===== src/rtl/top_k_per_group_selector_macros.svh =====
// Assertion macros for the top-k per group selector.
// Used by the RTL files that carry concurrent checks; no other dependencies.
`ifndef TOP_K_PER_GROUP_SELECTOR_MACROS_SVH
`define TOP_K_PER_GROUP_SELECTOR_MACROS_SVH

// Check sampled on the rising clock edge, switched off while reset is asserted.
`define TKPS_ASSERT(label, prop, msg) \
	label: assert property (@(posedge clk) disable iff (!arst_n) prop) else $error(msg);

// Check sampled on every rising clock edge, reset included.
`define TKPS_ASSERT_ALWAYS(label, prop, msg) \
	label: assert property (@(posedge clk) prop) else $error(msg);

`endif


===== src/rtl/tkps_pkg.sv =====
// Shared types and constants for the top-k per group selector.
// Used by tkps_cell and top_k_per_group_selector; no dependencies.
`default_nettype none

package tkps_pkg;

	localparam int unsigned TKPS_TOP_K = 3;
	localparam int unsigned HOUR_W     = 5;
	localparam int unsigned ID_W       = 16;
	localparam int unsigned COUNT_W    = 16;

	localparam logic [HOUR_W-1:0] CUTOFF_RESET = 5'd13;

	// One ranked entry: valid flag, source id and count.
	typedef struct packed {
		logic               v;
		logic [ID_W-1:0]    id;
		logic [COUNT_W-1:0] cnt;
	} tkps_entry_t;

	// Link between neighbouring cells of the ranking row.
	typedef struct packed {
		logic        take;
		tkps_entry_t e;
	} tkps_link_t;

	// Commands broadcast from the control to every cell.
	typedef struct packed {
		logic               ins;
		logic               clr;
		logic               load;
		logic               pop;
		logic [ID_W-1:0]    id;
		logic [COUNT_W-1:0] cnt;
	} tkps_ctrl_t;

endpackage

`default_nettype wire


===== src/rtl/tkps_cell.sv =====
// One cell of the ranking row: a working slot and a report slot.
// Depends on tkps_pkg.
`default_nettype none

module tkps_cell
	import tkps_pkg::*;
(
	input  logic        clk,
	input  logic        arst_n,
	input  tkps_ctrl_t  ctrl,
	input  tkps_link_t  link_in,
	output tkps_link_t  link_out,
	input  tkps_entry_t rep_in,
	output tkps_entry_t rep_out
);

	logic               work_v_q;
	logic [ID_W-1:0]    work_id_q;
	logic [COUNT_W-1:0] work_cnt_q;
	logic               rep_v_q;
	logic [ID_W-1:0]    rep_id_q;
	logic [COUNT_W-1:0] rep_cnt_q;
	logic               eff_v;
	logic               take;

	// A cleared row looks empty to the record inserted in the same cycle.
	assign eff_v = work_v_q & ~ctrl.clr;
	assign take  = ctrl.ins & (~eff_v | (work_cnt_q <= ctrl.cnt));

	assign link_out.take  = take;
	assign link_out.e.v   = eff_v;
	assign link_out.e.id  = work_id_q;
	assign link_out.e.cnt = work_cnt_q;

	assign rep_out.v   = rep_v_q;
	assign rep_out.id  = rep_id_q;
	assign rep_out.cnt = rep_cnt_q;

	always_ff @(posedge clk or negedge arst_n) begin
		if (!arst_n) begin
			work_v_q <= 1'b0;
			rep_v_q  <= 1'b0;
		end else begin
			if (link_in.take) begin
				work_v_q <= link_in.e.v;
			end else if (take) begin
				work_v_q <= 1'b1;
			end else begin
				work_v_q <= eff_v;
			end
			if (ctrl.load) begin
				rep_v_q <= work_v_q;
			end else if (ctrl.pop) begin
				rep_v_q <= rep_in.v;
			end
		end
	end

	always_ff @(posedge clk) begin
		if (link_in.take) begin
			work_id_q  <= link_in.e.id;
			work_cnt_q <= link_in.e.cnt;
		end else if (take) begin
			work_id_q  <= ctrl.id;
			work_cnt_q <= ctrl.cnt;
		end
		if (ctrl.load) begin
			rep_id_q  <= work_id_q;
			rep_cnt_q <= work_cnt_q;
		end else if (ctrl.pop) begin
			rep_id_q  <= rep_in.id;
			rep_cnt_q <= rep_in.cnt;
		end
	end

endmodule

`default_nettype wire


===== src/rtl/top_k_per_group_selector.sv =====
// Top level of the top-k per group selector: control, cutoff register and cell row.
// Depends on tkps_pkg, tkps_cell and top_k_per_group_selector_macros.svh.
// The block takes one item per clock cycle. Each item is ranked into a row of
// TOP_K cells in the cycle it is accepted, largest count first, a later item
// winning ties. When an item opens a new hour, the whole row is copied into the
// report slots of the same cells in that cycle and then shifts out one entry per
// cycle while out_stall is low, largest first, with last set on the final one.
// Items keep flowing during the report; only an item that would open yet another
// hour is stalled, until the final entry of the pending report leaves, which may
// happen in the same cycle. An item whose hour is at or above the cutoff register
// halts the block: the open group is dropped, and all later items are accepted
// and ignored until reset. A report already under way still drains.
`default_nettype none

module top_k_per_group_selector
	import tkps_pkg::*;
#(
	parameter int unsigned TOP_K = TKPS_TOP_K
) (
	input  logic               clk,
	input  logic               arst_n,
	input  logic               cfg_wr_en,
	input  logic [HOUR_W-1:0]  cfg_wr_data,
	input  logic               in_valid,
	output logic               in_stall,
	input  logic [HOUR_W-1:0]  hour,
	input  logic [ID_W-1:0]    source_id,
	input  logic [COUNT_W-1:0] vehicle_count,
	output logic               out_valid,
	input  logic               out_stall,
	output logic [HOUR_W-1:0]  group_hour,
	output logic [ID_W-1:0]    ranked_id,
	output logic [COUNT_W-1:0] ranked_count,
	output logic               last
);

`include "top_k_per_group_selector_macros.svh"

	logic [HOUR_W-1:0] cutoff_q;
	logic [HOUR_W-1:0] open_hour_q;
	logic [HOUR_W-1:0] group_hour_q;
	logic              group_open_q;
	logic              halted_q;

	logic        is_halt;
	logic        is_change;
	logic        busy;
	logic        acc;
	logic        act;
	tkps_ctrl_t  ctrl;

	// Working links run left to right, report links right to left.
	tkps_link_t  wl [0:TOP_K];
	tkps_entry_t rl [0:TOP_K];

	assign is_halt   = hour >= cutoff_q;
	assign is_change = group_open_q && (hour != open_hour_q);
	// The report slots count as free in the cycle in which their final entry leaves.
	assign busy      = rl[0].v && !(ctrl.pop && !rl[1].v);

	// Only a record that closes a group has to wait for the report slots.
	assign in_stall = !halted_q && !is_halt && is_change && busy;
	assign acc      = in_valid && !in_stall;
	assign act      = acc && !halted_q;

	assign ctrl.ins  = act && !is_halt;
	assign ctrl.clr  = act && (is_halt || is_change);
	assign ctrl.load = act && !is_halt && is_change;
	assign ctrl.pop  = out_valid && !out_stall;
	assign ctrl.id   = source_id;
	assign ctrl.cnt  = vehicle_count;

	assign wl[0]     = '0;
	assign rl[TOP_K] = '0;

	for (genvar g = 0; g < TOP_K; g++) begin : g_cell
		tkps_cell u_cell (
			.clk     (clk),
			.arst_n  (arst_n),
			.ctrl    (ctrl),
			.link_in (wl[g]),
			.link_out(wl[g+1]),
			.rep_in  (rl[g+1]),
			.rep_out (rl[g])
		);
	end

	always_ff @(posedge clk or negedge arst_n) begin
		if (!arst_n) begin
			cutoff_q     <= CUTOFF_RESET;
			open_hour_q  <= '0;
			group_open_q <= 1'b0;
			halted_q     <= 1'b0;
		end else begin
			if (cfg_wr_en) begin
				cutoff_q <= cfg_wr_data;
			end
			if (act) begin
				if (is_halt) begin
					halted_q     <= 1'b1;
					group_open_q <= 1'b0;
				end else begin
					open_hour_q  <= hour;
					group_open_q <= 1'b1;
				end
			end
		end
	end

	// The hour of the group in the report slots is captured with the row.
	always_ff @(posedge clk) begin
		if (ctrl.load) begin
			group_hour_q <= open_hour_q;
		end
	end

	assign out_valid    = rl[0].v;
	assign group_hour   = group_hour_q;
	assign ranked_id    = rl[0].id;
	assign ranked_count = rl[0].cnt;
	assign last         = !rl[1].v;

	// The report row is only ever loaded when it is empty.
	`TKPS_ASSERT(a_load_when_empty, ctrl.load |-> !busy, "report row loaded while busy")
	// Halting is permanent until reset.
	`TKPS_ASSERT(a_halt_sticky, halted_q |=> halted_q, "halted state was left")
	// A halted block keeps no working entries.
	`TKPS_ASSERT(a_halt_empty, halted_q |-> !wl[1].e.v, "working row not empty after halt")
	// Reported entries leave in descending order of count.
	`TKPS_ASSERT(a_report_sorted, (rl[0].v && rl[1].v) |-> (rl[0].cnt >= rl[1].cnt),
		"report row out of order")

endmodule

`default_nettype wire

===== config.mk =====
export PLATFORM = sky130hd
export DESIGN_NAME = top_k_per_group_selector
export DESIGN_NICKNAME = d
export VERILOG_FILES = /design/src/rtl/tkps_pkg.sv /design/src/rtl/tkps_cell.sv /design/src/rtl/top_k_per_group_selector.sv
export VERILOG_INCLUDE_DIRS = /design/src /design/src/rtl
export SDC_FILE = /design/constraint.sdc
export NUM_CORES = 1
export LEC_CHECK = 0
export ABC_AREA = 1
export BUFFER_PORTS_ARGS = -buffer_cell sky130_fd_sc_hd__buf_2
export CAP_MARGIN = 20
export CORE_MARGIN = 1.5
export CORE_UTILIZATION = 28
export DETAILED_ROUTE_END_ITERATION = 10
export SYNTH_ARGS = -nofsm -noshare
export SYNTH_HDL_FRONTEND = slang
export SYNTH_SLANG_ARGS = --single-unit

===== constraint.sdc =====
create_clock -name clk -period 10.7 [get_ports clk]
set_clock_uncertainty 0.15 [all_clocks]
set_input_delay 3.21 -clock clk [delete_from_list [all_inputs] [get_ports clk]]
set_output_delay 3.21 -clock clk [all_outputs]
set_load 0.005 [all_outputs]

==> impl_results.html, run 1 <==
<table>
<tr><th>Metric</th><th>Value</th></tr>
<tr><th colspan="2">Setup path</th></tr>
<tr><td>Worst path arrival time</td><td>4.46 ns</td></tr>
<tr><td>R2r worst-path depth</td><td>13</td></tr>
<tr><td>Setup slack of the worst register-to-register path</td><td>just over 6 ns</td></tr>
<tr><td>Worst setup EP type</td><td>output port</td></tr>
<tr><td>Worst reg2reg path startpoint</td><td>cutoff_q[3]</td></tr>
<tr><td>Maximum fanout encountered on the critical timing path</td><td>4</td></tr>
<tr><td>Startpoint type of the worst setup path</td><td>input port</td></tr>
<tr><td>Destination of the worst register-to-register timing path</td><td>g_cell[0].u_cell.work_id_q[1]</td></tr>
<tr><td>Required arrival time at the worst endpoint</td><td>approximately 7.3 ns</td></tr>
<tr><td>Setup crit start</td><td>hour[4]</td></tr>
<tr><td>WS Path Type</td><td>input port to output port</td></tr>
<tr><th colspan="2">Clocking</th></tr>
<tr><td>CTS tree</td><td>yes</td></tr>
<tr><td>Post-CTS Setup Inserts</td><td>0</td></tr>
<tr><td>Clock H-tree levels</td><td>1</td></tr>
<tr><td>Root cell of the clock tree</td><td>sky130_fd_sc_hd__clkbuf_16</td></tr>
<tr><td>Clk buf depth</td><td>3</td></tr>
<tr><td>Clock-pin slew on the worst setup and hold paths</td><td>around 0.05 ns</td></tr>
<tr><td>Num CTS Buffers</td><td>24</td></tr>
<tr><td>CTS Hold Bufs</td><td>0</td></tr>
<tr><td>Clock latency of the later-clocked register in the worst-skew pair</td><td>around 0.52 ns</td></tr>
<tr><td>Number of sinks on the clock net</td><td>between 200 and 250</td></tr>
<tr><td>Post_cts resized</td><td>0</td></tr>
<tr><th colspan="2">Synthesis</th></tr>
<tr><td>Number of instances in the synthesized netlist</td><td>1015</td></tr>
<tr><td>Average size of a mapped cell</td><td>slightly above 10 sq um</td></tr>
<tr><td>Largest area contributor in the synthesized netlist</td><td>sky130_fd_sc_hd__edfxtp_1</td></tr>
<tr><td>Unique cell type count in the Yosys netlist</td><td>27</td></tr>
<tr><td>Summed instance area of the synthesized netlist</td><td>roughly 10000 sq um</td></tr>
<tr><td>Synth top area cells</td><td>sky130_fd_sc_hd__edfxtp_1, sky130_fd_sc_hd__nand2_1, sky130_fd_sc_hd__nand3_1</td></tr>
<tr><td>Proportion of synthesized chip area in sequential cells</td><td>between 60 and 70%</td></tr>
<tr><td>Fraction of registers with async set or reset after synthesis</td><td>around 8.4%</td></tr>
<tr><td>Warnings from Yosys</td><td>0</td></tr>
<tr><td>Synthesized Nets</td><td>1115</td></tr>
<tr><td>Number of flip-flops and latches in the synthesized netlist</td><td>roughly 220</td></tr>
<tr><td>Share of the synthesized area in the top cell type</td><td>approximately 58%</td></tr>
<tr><td>Number of enable-type register cells in the synthesized netlist</td><td>197</td></tr>
<tr><td>Post-synth top flop</td><td>sky130_fd_sc_hd__edfxtp_1</td></tr>
<tr><th colspan="2">Power</th></tr>
<tr><td>Max VDD drop</td><td>approximately 0.11 mV</td></tr>
<tr><td>Leakage power</td><td>4.88 nW</td></tr>
<tr><td>Total power draw</td><td>roughly 1.8 mW</td></tr>
<tr><td>Cell area power density</td><td>roughly 150 nW/um^2</td></tr>
<tr><th colspan="2">Placed design</th></tr>
<tr><td>Placer's final routability congestion estimate</td><td>0.813</td></tr>
<tr><td>Worst slack at placement</td><td>2.85 ns</td></tr>
<tr><td>Detailed-placement wirelength estimate</td><td>around 16 mm</td></tr>
<tr><td>IO Port Bufs</td><td>86</td></tr>
<tr><th colspan="2">Global routing</th></tr>
<tr><td>Antenna violations before repair</td><td>4</td></tr>
<tr><td>M2 GR Usage</td><td>roughly a fifth</td></tr>
<tr><td>Global-route total usage across every layer</td><td>12.9%</td></tr>
<tr><td>Overflow after GRT</td><td>0</td></tr>
<tr><td>Met1 usage in global routing</td><td>~18%</td></tr>
<tr><td>Number of global-route vias before repair</td><td>approximately 7000</td></tr>
<tr><td>First-pass GRT wire length</td><td>39.2 mm</td></tr>
<tr><td>Most Used Layer, Global Route</td><td>met2</td></tr>
<tr><td>Fraction of met3 tracks used by global routing</td><td>roughly 2.6%</td></tr>
<tr><td>Pin count of the biggest net entering global routing</td><td>54</td></tr>
<tr><th colspan="2">Status</th></tr>
<tr><td>Run status</td><td>complete, but fails checks</td></tr>
<tr><td>Violations in the final reports</td><td>design-rule violations</td></tr>
<tr><th colspan="2">Min path</th></tr>
<tr><td>Hold Path Sink</td><td>halted_q</td></tr>
<tr><td>Worst hold path depth</td><td>2</td></tr>
<tr><td>Startpoint of the most critical hold path</td><td>halted_q</td></tr>
<tr><td>Kind of path behind the tightest hold check</td><td>register to register</td></tr>
<tr><th colspan="2">Finish</th></tr>
<tr><td>Area of all sequential standard cells</td><td>roughly 6400 sq um</td></tr>
<tr><td>Synthesis-to-finish area growth</td><td>15.8%</td></tr>
<tr><td>Most frequent cells in the layout</td><td>sky130_fd_sc_hd__nand2_1, sky130_fd_sc_hd__edfxtp_1, sky130_fd_sc_hd__nand3_1</td></tr>
<tr><td>Number of fillers in the final layout</td><td>between 3000 and 4000</td></tr>
<tr><td>Area taken by multi-input logic gates</td><td>between 3000 and 4000 sq um</td></tr>
<tr><td>Most common cell after layout, fill and taps aside</td><td>sky130_fd_sc_hd__nand2_1</td></tr>
<tr><td>Fraction of layout cells with a size suffix above 1</td><td>13.3%</td></tr>
<tr><td>Final layout net count</td><td>approximately 1200</td></tr>
<tr><th colspan="2">Timing</th></tr>
<tr><td>Setup TNS</td><td>0 ns</td></tr>
<tr><td>Unrepaired setup endpoints after global routing</td><td>false</td></tr>
<tr><td>Final number of setup-violating endpoints</td><td>0</td></tr>
<tr><td>Post-layout minimum cycle time</td><td>a little under 8 ns</td></tr>
<tr><td>Least-Margin Pin Slew</td><td>slightly below 1 ns</td></tr>
<tr><td>Number of max-slew violations in the final report</td><td>0</td></tr>
<tr><td>Number of hold violations in the final report</td><td>0</td></tr>
<tr><td>Share of the clock period used by the worst path</td><td>about 73%</td></tr>
<tr><td>Highest attainable clock frequency</td><td>128 MHz</td></tr>
<tr><td>Final critical-path setup slack</td><td>a little under 3 ns</td></tr>
<tr><td>Worst-case headroom to the max-slew limit</td><td>around 34%</td></tr>
<tr><th colspan="2">Route</th></tr>
<tr><td>Post-route DRC violation count</td><td>2</td></tr>
<tr><td>DRT antenna net count</td><td>0</td></tr>
<tr><td>Wire length per cell</td><td>15.6 um</td></tr>
<tr><td>Total length of routed wires</td><td>24.5 mm</td></tr>
<tr><td>Starting DRT DRC Count</td><td>about 500</td></tr>
<tr><td>Vias per Instance</td><td>roughly 4.6</td></tr>
<tr><td>Vias</td><td>a little over 7000</td></tr>
<tr><td>Total iterations of the first detailed-routing run</td><td>8</td></tr>
<tr><th colspan="2">Floorplanning</th></tr>
<tr><td>I/O Pins</td><td>between 80 and 90</td></tr>
<tr><td>Die outline area</td><td>about 38000 sq um</td></tr>
<tr><td>Die Wd</td><td>about 190 um</td></tr>
<tr><td>Floorplan row count</td><td>69</td></tr>
<tr><td>Effective utilization at floorplan</td><td>28.6%</td></tr>
<tr><td>Core region area</td><td>about 36000 sq um</td></tr>
<tr><td>Chip height</td><td>~190 um</td></tr>
<tr><th colspan="2">Run</th></tr>
<tr><td>Number of violations of the max-capacitance limit</td><td>0</td></tr>
</table>
## critical path, cell delays in order
cell,delay [ns]
sky130_fd_sc_hd__buf_2,0.12
sky130_fd_sc_hd__ha_1,0.30
sky130_fd_sc_hd__nand2_1,0.08
sky130_fd_sc_hd__inv_1,0.04
sky130_fd_sc_hd__nand2_1,0.07
sky130_fd_sc_hd__nand3_2,0.16
sky130_fd_sc_hd__nor2_1,0.16
sky130_fd_sc_hd__nand3_2,0.12
sky130_fd_sc_hd__inv_1,0.09
sky130_fd_sc_hd__buf_2,0.11
## where the power goes
part	total [mW]	internal [mW]	switching [mW]
combinational	0.0723	0.0276	0.0447
clock	0.809	0.474	0.335
sequential	0.918	0.915	0.00251
## through the flow
stage                     instances  utilization (%)  area [sq um]  hold slack (ns)
after floorplan                1015                -         10200            0.293
after global placement         1525             31.0         11100            0.316
after detailed placement       1525             31.0         11100            0.315
after CTS                      1569             33.1         11800            0.338
after global routing           1570             33.1         11800            0.358
final                          1570             33.1         11800            0.338
## layout make-up
| type | instances | share of cell area (%) |
|---|---|---|
| timing repair buffer | 94 | 4.14 |
| antenna | 1 | 0.0211 |
| tap | 461 | 4.87 |
| clock inverter | 15 | 1.12 |
| clock buffer | 29 | 5.40 |
| multi-input combinational | 662 | 27.7 |
| sequential | 215 | 53.8 |
| inverter | 93 | 2.95 |
## Yosys cell counts, types with 6 or more instances
library cell / count
sky130_fd_sc_hd__inv_1: 92
sky130_fd_sc_hd__nand3_1: 138
sky130_fd_sc_hd__buf_2: 33
sky130_fd_sc_hd__o21ai_0: 16
sky130_fd_sc_hd__dfrtp_1: 15
sky130_fd_sc_hd__nor2_1: 53
sky130_fd_sc_hd__buf_4: 6
sky130_fd_sc_hd__edfxtp_1: 197
sky130_fd_sc_hd__a21oi_1: 22
sky130_fd_sc_hd__nand2_1: 356
sky130_fd_sc_hd__ha_1: 53
## layer usage
| layer | vias up | part of all wire [%] |
|---|---|---|
| met5 | - | 0.14 |
| met4 | 6 | 1.5 |
| met3 | 35 | 6.0 |
| met2 | 171 | 47 |
| met1 | 3395 | 46 |
| li1 | 3548 | - |
## worst max path at each step
stage                     to  cells after the start
finish              in_stall                     10
global route        in_stall                     10
CTS                 in_stall                     10
detailed placement  in_stall                     10
global placement    in_stall                     10
floorplan           in_stall                      8
## registers in the layout (all words and copies together) (netlist names)
| register | flops |
|---|---|
| group_hour | 5 |
| g_cell.u_cell.rep_v_q | 3 |
| g_cell.u_cell.rep_id_q | 48 |
| halted_q | 1 |
| g_cell.u_cell.work_id_q | 48 |
| g_cell.u_cell.rep_cnt_q | 48 |
| g_cell.u_cell.work_v_q | 3 |
| open_hour_q | 5 |
| group_open_q | 1 |
| cutoff_q | 5 |
| g_cell.u_cell.work_cnt_q | 48 |
## cell families after synthesis
group / synth area share [%]
XOR/XNOR: 0.0857
flip-flops: 62.3
adder cells (fa/ha/maj): 6.49
AND/OR/NAND/NOR: 23.0
buffers and inverters: 5.76
AO/OA/AOI/OAI: 2.28
multiplexers: 0.110
(Power assumes the default switching activity.)
==> run 2, diff against run 1 <==
==> constraint.sdc (replaced) <==
create_clock -name clk -period 7.55 [get_ports clk]
set_clock_uncertainty 0.15 [all_clocks]
set_input_delay 2.265 -clock clk [delete_from_list [all_inputs] [get_ports clk]]
set_output_delay 2.265 -clock clk [all_outputs]
set_load 0.005 [all_outputs]
==> impl_results.html, run 2 (same netlist as run 1, synthesis figures left out) <==
<table>
<tr><th>Metric</th><th>Value</th></tr>
<tr><th colspan="2">Floorplanning</th></tr>
<tr><td>Chip height</td><td>194 um (unchanged)</td></tr>
<tr><td>Die Wd</td><td>194 um (unchanged)</td></tr>
<tr><td>Effective utilization at floorplan</td><td>28.6% (unchanged)</td></tr>
<tr><td>Die outline area</td><td>37700 sq um (unchanged)</td></tr>
<tr><td>Core region area</td><td>35700 sq um (unchanged)</td></tr>
<tr><td>Floorplan row count</td><td>69 (unchanged)</td></tr>
<tr><td>I/O Pins</td><td>87 (unchanged)</td></tr>
<tr><th colspan="2">Timing</th></tr>
<tr><td>Highest attainable clock frequency</td><td>between 150 and 200 MHz</td></tr>
<tr><td>Final critical-path setup slack</td><td>1.62 ns (was 2.88 ns)</td></tr>
<tr><td>Worst-case headroom to the max-slew limit</td><td>29.1% (was 33.9%)</td></tr>
<tr><td>Unrepaired setup endpoints after global routing</td><td>false (unchanged)</td></tr>
<tr><td>Share of the clock period used by the worst path</td><td>approximately four fifths</td></tr>
<tr><td>Least-Margin Pin Slew</td><td>1.06 ns (was 0.990 ns)</td></tr>
<tr><td>Number of hold violations in the final report</td><td>0 (unchanged)</td></tr>
<tr><td>Number of max-slew violations in the final report</td><td>0 (unchanged)</td></tr>
<tr><td>Setup TNS</td><td>0 ns (unchanged)</td></tr>
<tr><td>Final number of setup-violating endpoints</td><td>0 (unchanged)</td></tr>
<tr><td>Post-layout minimum cycle time</td><td>around 5.9 ns</td></tr>
<tr><th colspan="2">Placed design</th></tr>
<tr><td>Detailed-placement wirelength estimate</td><td>15.5 mm (about the same)</td></tr>
<tr><td>Worst slack at placement</td><td>1.59 ns (was 2.85 ns)</td></tr>
<tr><td>Standard cell area after detailed placement</td><td>11100 sq um (about the same)</td></tr>
<tr><td>Placer's final routability congestion estimate</td><td>0.801 (was 0.813)</td></tr>
<tr><td>IO Port Bufs</td><td>86 (unchanged)</td></tr>
<tr><th colspan="2">Finish</th></tr>
<tr><td>Most frequent cells in the layout</td><td>sky130_fd_sc_hd__nand2_1, sky130_fd_sc_hd__edfxtp_1, sky130_fd_sc_hd__nand3_1 (unchanged)</td></tr>
<tr><td>Post-route cell area</td><td>11900 sq um (was 11800 sq um)</td></tr>
<tr><td>Fraction of layout cells with a size suffix above 1</td><td>13.8% (was 13.3%)</td></tr>
<tr><td>Synthesis-to-finish area growth</td><td>16.6% (was 15.8%)</td></tr>
<tr><td>Most common cell after layout, fill and taps aside</td><td>sky130_fd_sc_hd__nand2_1 (unchanged)</td></tr>
<tr><td>Final layout net count</td><td>1195 (was 1190)</td></tr>
<tr><td>Number of fillers in the final layout</td><td>3666 (was 3695)</td></tr>
<tr><th colspan="2">Clocking</th></tr>
<tr><td>Clock latency of the later-clocked register in the worst-skew pair</td><td>0.53 ns (was 0.52 ns)</td></tr>
<tr><td>Root cell of the clock tree</td><td>sky130_fd_sc_hd__clkbuf_16 (unchanged)</td></tr>
<tr><td>Clock-pin slew on the worst setup and hold paths</td><td>0.06 ns (was 0.05 ns)</td></tr>
<tr><td>Clock H-tree levels</td><td>1 (unchanged)</td></tr>
<tr><td>Post_cts resized</td><td>0 (unchanged)</td></tr>
<tr><td>Clk buf depth</td><td>3 (unchanged)</td></tr>
<tr><td>Num CTS Buffers</td><td>25 (was 24)</td></tr>
<tr><td>CTS tree</td><td>yes (unchanged)</td></tr>
<tr><td>CTS Hold Bufs</td><td>0 (unchanged)</td></tr>
<tr><td>Number of sinks on the clock net</td><td>215 (unchanged)</td></tr>
<tr><td>Post-CTS Setup Inserts</td><td>0 (unchanged)</td></tr>
<tr><th colspan="2">Min path</th></tr>
<tr><td>Kind of path behind the tightest hold check</td><td>register to register (unchanged)</td></tr>
<tr><th colspan="2">Run</th></tr>
<tr><td>Number of violations of the max-capacitance limit</td><td>0 (unchanged)</td></tr>
<tr><th colspan="2">Route</th></tr>
<tr><td>Total length of routed wires</td><td>25.3 mm (was 24.5 mm)</td></tr>
<tr><td>Vias</td><td>7262 (was 7155)</td></tr>
<tr><td>Wire length per cell</td><td>16.1 um (was 15.6 um)</td></tr>
<tr><td>Starting DRT DRC Count</td><td>624 (was 508)</td></tr>
<tr><td>DRT antenna net count</td><td>0 (unchanged)</td></tr>
<tr><td>Post-route DRC violation count</td><td>2 (unchanged)</td></tr>
<tr><td>Total iterations of the first detailed-routing run</td><td>10 (was 8)</td></tr>
<tr><td>Vias per Instance</td><td>4.61 (was 4.56)</td></tr>
<tr><th colspan="2">Global routing</th></tr>
<tr><td>First-pass GRT wire length</td><td>40.3 mm (was 39.2 mm)</td></tr>
<tr><td>Overflow after GRT</td><td>0 (unchanged)</td></tr>
<tr><td>Antenna violations before repair</td><td>3 (was 4)</td></tr>
<tr><td>Global-route total usage across every layer</td><td>13.4% (was 12.9%)</td></tr>
<tr><td>Number of global-route vias before repair</td><td>7219 (was 6948)</td></tr>
<tr><td>Pin count of the biggest net entering global routing</td><td>73 (was 54)</td></tr>
<tr><th colspan="2">Setup path</th></tr>
<tr><td>Startpoint type of the worst setup path</td><td>input port (unchanged)</td></tr>
<tr><td>Maximum fanout encountered on the critical timing path</td><td>4 (unchanged)</td></tr>
<tr><td>WS Path Type</td><td>input port to output port (unchanged)</td></tr>
<tr><td>Worst path arrival time</td><td>3.51 ns (was 4.46 ns)</td></tr>
<tr><td>Worst setup EP type</td><td>output port (unchanged)</td></tr>
<tr><td>Required arrival time at the worst endpoint</td><td>5.14 ns (was 7.34 ns)</td></tr>
<tr><th colspan="2">Status</th></tr>
<tr><td>Run status</td><td>complete, but fails checks (unchanged)</td></tr>
<tr><td>Violations in the final reports</td><td>design-rule violations (unchanged)</td></tr>
<tr><th colspan="2">Power</th></tr>
<tr><td>Leakage power</td><td>4.91 nW (was 4.88 nW)</td></tr>
<tr><td>Cell area power density</td><td>218 nW/um^2 (was 152 nW/um^2)</td></tr>
<tr><td>Max VDD drop</td><td>0.135 mV (was 0.107 mV)</td></tr>
</table>
-- run 2: changes by cell type in the layout (fill, tap and decap cells not counted), sizes merged --
cell      change
buf           +4
clkbuf        +1
clkinv        -3
clkinvlp      +3
inv           +1
-- run 2: area by class of cell --
cell class              instances  area (sq um)  area share (%)
multi-input cells             662          3280            27.5
flip-flops and latches        215          6370            53.4
clock buffers                  30           664            5.57
clock inverters                16           143            1.20
inverters                      93           349            2.93
repair buffers                 98           541            4.53
well taps                     461           577            4.84
diodes                          1          2.50          0.0210
-- run 2: final timing paths --
check	from	endpoint	slack [ns]	cells after the start
worst max-delay path	hour[4]	in_stall	1.62	10
worst min-delay path	open_hour_q[1]	group_hour[1]	0.33	0
worst max register to register	cutoff_q[3]	g_cell[0].u_cell.rep_id_q[12]	3.97	12
worst min register to register	open_hour_q[1]	group_hour[1]	0.33	0
max in group asynchronous	arst_n	cutoff_q[2]	5.35	1
min in group asynchronous	arst_n	halted_q	1.55	1
-- run 2: routing by layer --
metal  up-vias  track usage (%)  routed length [um]
li1       3554                -                   -
met1      3471             18.2               11500
met2       202             22.1               11800
met3        31             2.59                1590
met4         4             3.27                 399
met5         -                0                  26
-- run 2: where the power goes --
part	internal, mW	total [mW]	switching, mW
clock	0.698	1.20	0.499
sequential	1.30	1.30	0.00364
combinational	0.0392	0.103	0.0635
-- run 2: stage by stage --
step / utilization (%) / hold WS [ns] / instances / total power [mW]
floorplan: - / 0.293 / 1015 / 1.39
global placement: 31.0 / 0.306 / 1528 / 1.43
detailed placement: 31.0 / 0.324 / 1528 / 1.43
CTS: 33.3 / 0.340 / 1574 / 2.62
global route: 33.4 / 0.360 / 1576 / 2.69
finish: 33.4 / 0.334 / 1576 / 2.60
-- run 2: worst max-delay path: stages --
cell and delay (ns):
sky130_fd_sc_hd__buf_2 0.12, sky130_fd_sc_hd__ha_1 0.30, sky130_fd_sc_hd__nand2_1 0.08, sky130_fd_sc_hd__inv_1 0.04, sky130_fd_sc_hd__nand2_1 0.07, sky130_fd_sc_hd__nand3_2 0.16
sky130_fd_sc_hd__nor2_1 0.16, sky130_fd_sc_hd__nand3_2 0.11, sky130_fd_sc_hd__inv_1 0.10, sky130_fd_sc_hd__buf_2 0.11
